## config.mk

```make
export PLATFORM = sky130hd
export DESIGN_NAME = dplm_ctrl
export DESIGN_NICKNAME = d
export VERILOG_FILES = /design/src/hdl/dplm_pkg.sv /design/src/hdl/dplm_ctrl.sv
export SDC_FILE = /design/constraint.sdc
export NUM_CORES = 1
export LEC_CHECK = 0
export BUFFER_PORTS_ARGS = -buffer_cell sky130_fd_sc_hd__buf_2
export CAP_MARGIN = 20
export CORE_AREA = 2 2 39 41
export DETAILED_ROUTE_END_ITERATION = 8
export DIE_AREA = 0 0 41 43
export HOLD_SLACK_MARGIN = 0.06
export REMOVE_ABC_BUFFERS = 1
export SKIP_CTS_REPAIR_TIMING = 1
export SLEW_MARGIN = 30
export SYNTH_ARGS = -nofsm -noshare
export SYNTH_HDL_FRONTEND = slang
export SYNTH_SLANG_ARGS = --single-unit
```

## constraint.sdc

```tcl
create_clock -name clk -period 1 [get_ports clk]
set_input_delay 0.2 -clock clk [delete_from_list [all_inputs] [get_ports clk]]
set_output_delay 0.2 -clock clk [all_outputs]
set_load 0.1 [all_outputs]
```

## src/hdl/dplm_pkg.sv

```systemverilog
// shared types and constants of the dual prefix list matcher
`default_nettype none
package dplm_pkg;

  localparam int LIST_ENTRIES = 1024;
  localparam int IDX_W = (LIST_ENTRIES > 1) ? $clog2(LIST_ENTRIES) : 1;
  localparam int CNT_W = $clog2(LIST_ENTRIES + 1);
  localparam int ADDR_W = 128;
  localparam int PLEN_W = 8;
  localparam logic [PLEN_W-1:0] V4_MAX_PREFIX = 8'd32;
  localparam logic [PLEN_W-1:0] V6_MAX_PREFIX = 8'd128;
  localparam logic [CNT_W-1:0] LIST_FULL = CNT_W'(LIST_ENTRIES);

  typedef enum logic [0:0] {
    OP_APPEND   = 1'b0,
    OP_CLASSIFY = 1'b1
  } op_t;

  localparam logic STATUS_OK   = 1'b0;
  localparam logic STATUS_FULL = 1'b1;

  typedef enum logic [2:0] {
    ST_IDLE,
    ST_APPEND,
    ST_SCAN,
    ST_DRAIN,
    ST_DONE
  } state_t;

  typedef struct packed {
    logic              fam;
    logic [PLEN_W-1:0] prefix;
    logic [ADDR_W-1:0] addr;
  } entry_t;

  typedef struct packed {
    logic capture;
    logic do_append;
    logic scan_step;
    logic load_out;
  } cmd_t;

  typedef struct packed {
    logic scan_empty;
    logic scan_last;
  } stat_t;

endpackage
`default_nettype wire

```

## src/hdl/dplm_ctrl.sv

```systemverilog
// controller state machine of the dual prefix list matcher
`default_nettype none
module dplm_ctrl
  import dplm_pkg::*;
(
  input  wire logic  clk,
  input  wire logic  rst_n,
  input  wire logic  in_tvalid,
  output logic       in_tready,
  input  wire logic  in_op,
  output logic       out_tvalid,
  input  wire logic  out_tready,
  output cmd_t       cmd,
  input  wire stat_t stat
);

  state_t state_r, state_nxt;
  logic out_valid_r, out_valid_nxt;

  always_ff @(posedge clk) begin
    if (!rst_n) begin
      state_r     <= ST_IDLE;
      out_valid_r <= 1'b0;
    end else begin
      state_r     <= state_nxt;
      out_valid_r <= out_valid_nxt;
    end
  end

  always_comb begin
    state_nxt     = state_r;
    out_valid_nxt = out_valid_r && !out_tready;
    cmd           = '0;
    in_tready     = 1'b0;
    case (state_r)
      ST_IDLE: begin
        in_tready = 1'b1;
        if (in_tvalid) begin
          cmd.capture = 1'b1;
          if (op_t'(in_op) == OP_APPEND) begin
            state_nxt = ST_APPEND;
          end else if (stat.scan_empty) begin
            state_nxt = ST_DONE;
          end else begin
            state_nxt = ST_SCAN;
          end
        end
      end
      ST_APPEND: begin
        cmd.do_append = 1'b1;
        state_nxt     = ST_DONE;
      end
      ST_SCAN: begin
        cmd.scan_step = 1'b1;
        if (stat.scan_last) begin
          state_nxt = ST_DRAIN;
        end
      end
      ST_DRAIN: begin
        state_nxt = ST_DONE;
      end
      ST_DONE: begin
        if (!out_valid_r || out_tready) begin
          cmd.load_out  = 1'b1;
          out_valid_nxt = 1'b1;
          state_nxt     = ST_IDLE;
        end
      end
      default: begin
        state_nxt = ST_IDLE;
      end
    endcase
  end

  assign out_tvalid = out_valid_r;

endmodule
`default_nettype wire

```

==> results of run 1 <==
flip-flops by register name (all words and copies together), names as in the netlist:
register and count:
state_r 3, out_tvalid 1
worst max-delay path, stage by stage (launching register included):
cell	delay, ns
dfxtp_2	0.35
nor3_4	0.26
and2_4	0.19
buf_12	0.16
synthesized netlist by cell type:
master	count
dfxtp_1	4
nor2_1	3
a21oi_1	2
nand3_1	2
nor2b_1	2
nor3b_1	2
a221oi_2	1
a31oi_1	1
and2_1	1
and2_2	1
and3b_1	1
buf_4	1
inv_1	1
nand2_1	1
nand2b_1	1
nand2b_2	1
nand3b_1	1
nor2b_2	1
nor3_4	1
o21ai_0	1
o21bai_2	1
routing by layer:
| layer | vias to the layer above | GRT usage [%] | part of all wire (%) | routed length (um) |
|---|---|---|---|---|
| met5 | - | 0 | 0 | 0 |
| met2 | 12 | 9.69 | 51 | 330 |
| li1 | 147 | - | - | - |
| met1 | 126 | 11.3 | 39 | 252 |
| met4 | 0 | 4.00 | 0 | 0 |
| met3 | 0 | 6.81 | 9.6 | 62 |
cells by family after synthesis:
group | count (synthesis)
AOI/OAI and AO/OA | 6
buffers and inverters | 2
DFF | 4
and+or+nand+nor | 18
per-stage QoR:
stage / worst slack [ns] / total power, mW
6_report: -0.404 / 1.26
5_1_grt: -0.461 / 1.32
4_1_cts: -0.469 / 1.21
3_5_place_dp: -0.203 / 1.01
3_3_place_gp: -0.174 / 1.00
2_1_floorplan: -2.20 / 0.682
report_power, final:
part	internal [mW]	switching, mW
logic	0.350	0.468
clock network	0.134	0.0679
registers	0.191	0.0447
layout make-up:
cell class / count / share of cell area [%]
Clock buffer: 3 / 4.25
Inverter: 1 / 0.708
Tap cell: 16 / 3.77
Timing Repair Buffer: 19 / 39.6
Sequential cell: 4 / 17.0
Multi-Input combinational cell: 24 / 34.7
path summary, 6_finish.rpt:
check | cells after the start | to | start | slack (ns)
worst max-delay path | 3 | cmd[3] | state_r[1] | -0.40
worst min-delay path | 3 | state_r[0] | stat[0] | 0.20
worst max register to register | 4 | state_r[0] | state_r[1] | -0.14
worst min register to register | 2 | state_r[0] | state_r[0] | 0.60
==> reports/metrics.cfg, run 1 <==
[outcome]
outcome = complete, but fails checks
violations = setup timing

[place]
hpwl_um = 487
place_inst = 63
io_buffers = 12
place_area_um2 = 469
gp_congestion = 0.823

[detailed_routing]
vias_per_cell = 4.25
ant_nets = 0
drt_iter0_markers = 2
wire_per_inst_um = 9.61
drc = 0
vias = 285
firstDrtPassIters = 2
drt-total-wl_um = 644

[die]
die_h_um = 43
ios = 13
fp.dieW_um = 41
core_mm2 = 0.00138
rows = 14
die_area_mm2 = 0.00176
start_util_pct = 18.9

[cells_and_area]
multi_input_area_um2 = 184
fin_util_pct = 38.3
syn_to_final_growth_pct = 103
final_cell_area_um2 = 531
fillers = 143
final_cell_mix = buf_2 (6), buf_12 (6), buf_4 (5), clkbuf_4 (3)
diodes = 0
layout.nets = 60
layoutNonFillerInstCount = 67
drive_above_1_share_pct = 68.6
register_area_um2 = 90.1

[flow_run]
maxCapViolCount = 0

[global_routing]
grt_max_degree = 10
antenna_found_initial = 0
overflow = 0
grt_pass1_vias = 232
grt_pass1_wl_um = 959
track_usage_pct = 8.53

[sta]
timing.fmax_mhz = 712
tightest_slew_ns = 0.224
hold_ws_ns = 0.202
drv_slew = 0
rsz0062_at_grt = yes
clock_skew_ns = 0.00480
fin_setup_tns_ns = -2.02
setup_viol = 9
finalCritPeriodShare_pct = 140
relSlewSlack_pct = 85.0
setup_ws_ns = -0.404
hold_viol_final = 0
layout_min_cycle_time_ns = 1.40

[yosys]
synth_area_um2 = 262
yosys_warnings = 0
ys_seq_area_share_pct = 30.6
synth_xor_area_share_pct = 0
yosys.area_share.simple_pct = 46.9
ys_top_cells_by_area = dfxtp_1 (31%), nor3_4 (6.2%), a221oi_2 (5.7%), nor3b_1 (5.7%), nor2b_1 (4.8%)
synth.distinct_cells = 21
synth_fa_ha_area_share_pct = 0
synth_seq_cells = 4
synth_top_area_share_pct = 30.6
syn_avg_cell_area_um2 = 8.72
synth_top_family_by_area = simple AND/OR/NAND/NOR gates
synth_compound_area_share_pct = 18.2
synth_mux_area_share_pct = 0
synth_cells = 30
yosys.area.top_type = dfxtp_1

[critical_path]
critPathCaptureType = primary output
required_ns = 0.80
worst_ep_arrival_time_ns = 1.20
crit_fanout = 6
cp-start-kind = flop
critPathKind = flop to primary output

[clocking]
cts_sinks = 4
cts_tree = done
cts_buffer_depth = 2
clock-root-buffer = clkbuf_4
clk_latency_ns = 0.24
cts_made_buffers = 3
clk_pin_slew_ns = 0.04
htree_num_levels = 1

[min_path]
worstHoldPathType = input pin to flop

[pwr]
powerDensity_mw_per_mm2 = 2370
p_leak_nw = 0.233
peakVddDrop_uv = 1120

No activity file was read; power rests on OpenSTA's default activity.
==> run 2, diff against run 1 <==
Settings changed: RECOVER_POWER set to 25.
==> run 2 against run 1 <==
Effect of this change:
- the flow still finishes with violations (setup timing)
- combinational power about the same
- via count did not move
- clock skew unchanged
- first-iteration DRC count increased by 50%
- maximum frequency unchanged
- global-route usage did not move
- register-to-register slack is essentially flat
- sequential cell count unchanged
- critical endpoint unchanged
- critical path type unchanged
- non-clock buffer count unchanged
- clock power is essentially flat
- critical path depth is the same
- design area stayed put
==> reports/metrics.cfg, run 2 (same netlist as run 1, synthesis figures left out) <==
[pwr]
p_total_mw = 1.26  ; about the same
powerDensity_mw_per_mm2 = 2370  ; about the same
peakVddDrop_uv = 1120  ; about the same
p_leak_nw = 0.233  ; about the same

[clocking]
cts_buffer_depth = 2  ; unchanged
cts_made_buffers = 3  ; unchanged
clk_pin_slew_ns = 0.04  ; about the same
cts_sinks = 4  ; unchanged
htree_num_levels = 1  ; unchanged
clk_latency_ns = 0.24  ; about the same
cts_tree = done
clock-root-buffer = clkbuf_4

[sta]
clock_skew_ns = 0.00480  ; unchanged
finalCritPeriodShare_pct = 140  ; unchanged
hold_ws_ns = 0.202  ; unchanged
timing.fmax_mhz = 712  ; unchanged
hold_viol_final = 0  ; unchanged
setup_viol = 9  ; unchanged
tightest_slew_ns = 0.224  ; unchanged
drv_slew = 0  ; unchanged
rsz0062_at_grt = yes
layout_min_cycle_time_ns = 1.40  ; unchanged
relSlewSlack_pct = 85.0  ; unchanged
setup_ws_ns = -0.404  ; unchanged

[global_routing]
grt_pass1_wl_um = 959  ; unchanged
grt_max_degree = 10  ; unchanged
overflow = 0  ; unchanged
grt_pass1_vias = 232  ; unchanged
track_usage_pct = 8.53  ; unchanged
antenna_found_initial = 0  ; unchanged

[cells_and_area]
largest_register_ffs = 3  ; unchanged
layout.nets = 60  ; unchanged
fin_util_pct = 38.3  ; unchanged
layoutNonFillerInstCount = 67  ; unchanged
fillers = 143  ; unchanged
syn_to_final_growth_pct = 103  ; unchanged
top_register = state_r
final_cell_mix = buf_2 (6), buf_12 (6), clkbuf_4 (4), buf_4 (4)
diodes = 0  ; unchanged
drive_above_1_share_pct = 68.6  ; unchanged

[detailed_routing]
wire_per_inst_um = 9.63  ; +0.16%
drc = 0  ; unchanged
vias_per_cell = 4.25  ; unchanged
ant_nets = 0  ; unchanged
drt-total-wl_um = 645  ; +0.16%
drt_iter0_markers = 3  ; +1
vias = 285  ; unchanged
firstDrtPassIters = 2  ; unchanged

[outcome]
outcome = complete, but fails checks
violations = setup timing

[critical_path]
critPathKind = flop to primary output
crit_fanout = 6  ; unchanged
cp-start-kind = flop
worst_ep_arrival_time_ns = 1.20  ; about the same
required_ns = 0.80  ; about the same
critPathCaptureType = primary output
cp-startpoint = state_r[1]
regToRegStartpoint = state_r[1]

[place]
gp_congestion = 0.823  ; unchanged
hpwl_um = 487  ; unchanged
place_inst = 63  ; unchanged
io_buffers = 12  ; unchanged
dp_worst_setup_slack_ns = -0.203  ; unchanged

[die]
fp.dieW_um = 41  ; unchanged
ios = 13  ; unchanged
start_util_pct = 18.9  ; unchanged
die_h_um = 43  ; unchanged
rows = 14  ; unchanged
core_mm2 = 0.00138  ; unchanged
die_area_mm2 = 0.00176  ; unchanged

[min_path]
worstHoldPathType = input pin to flop
hp-start = stat[0]

[flow_run]
maxCapViolCount = 0  ; unchanged

[run 2: metal layers]
layer	vias to the layer above	part of all wire, %	track usage [%]
met1	126	39	11.3
met4	0	0	4.00
met2	12	51	9.69
met3	0	9.6	6.81
met5	-	0	0
li1	147	-	-
[run 2: area by class of cell]
cell class / count / area (um2) / area share, %
Tap cell: 16 / 20.0 / 3.77
Sequential cell: 4 / 90.1 / 17.0
Inverter: 1 / 3.75 / 0.708
Timing Repair Buffer: 19 / 210 / 39.6
Clock buffer: 3 / 22.5 / 4.25
Multi-Input combinational cell: 24 / 184 / 34.7
[run 2: worst max-delay path, cell delays in order (launching register included)]
cell and delay (ns):
dfxtp_2 0.35, nor3_4 0.26, and2_4 0.19, buf_12 0.16
[run 2: metrics by stage]
stage               area [um2]  TNS, ns
floorplan                  254   -10.78
global placement           469    -1.09
detailed placement         469    -1.17
CTS                        492    -2.54
global route               531    -2.53
finish                     531    -2.02
[run 2: where the power goes]
part | internal, mW | total (mW) | leakage [nW] | switching [mW]
Sequential | 0.191 | 0.236 | 0.0350 | 0.0447
Combinational | 0.349 | 0.817 | 0.184 | 0.467
Clock | 0.134 | 0.202 | 0.0138 | 0.0679
[run 2: final timing paths]
check               endpoint  cells past startpoint  slack, ns
setup / recovery      cmd[3]                      3      -0.40
setup reg to reg  state_r[0]                      4      -0.14
hold reg to reg   state_r[0]                      2       0.60
hold / removal    state_r[0]                      3       0.20
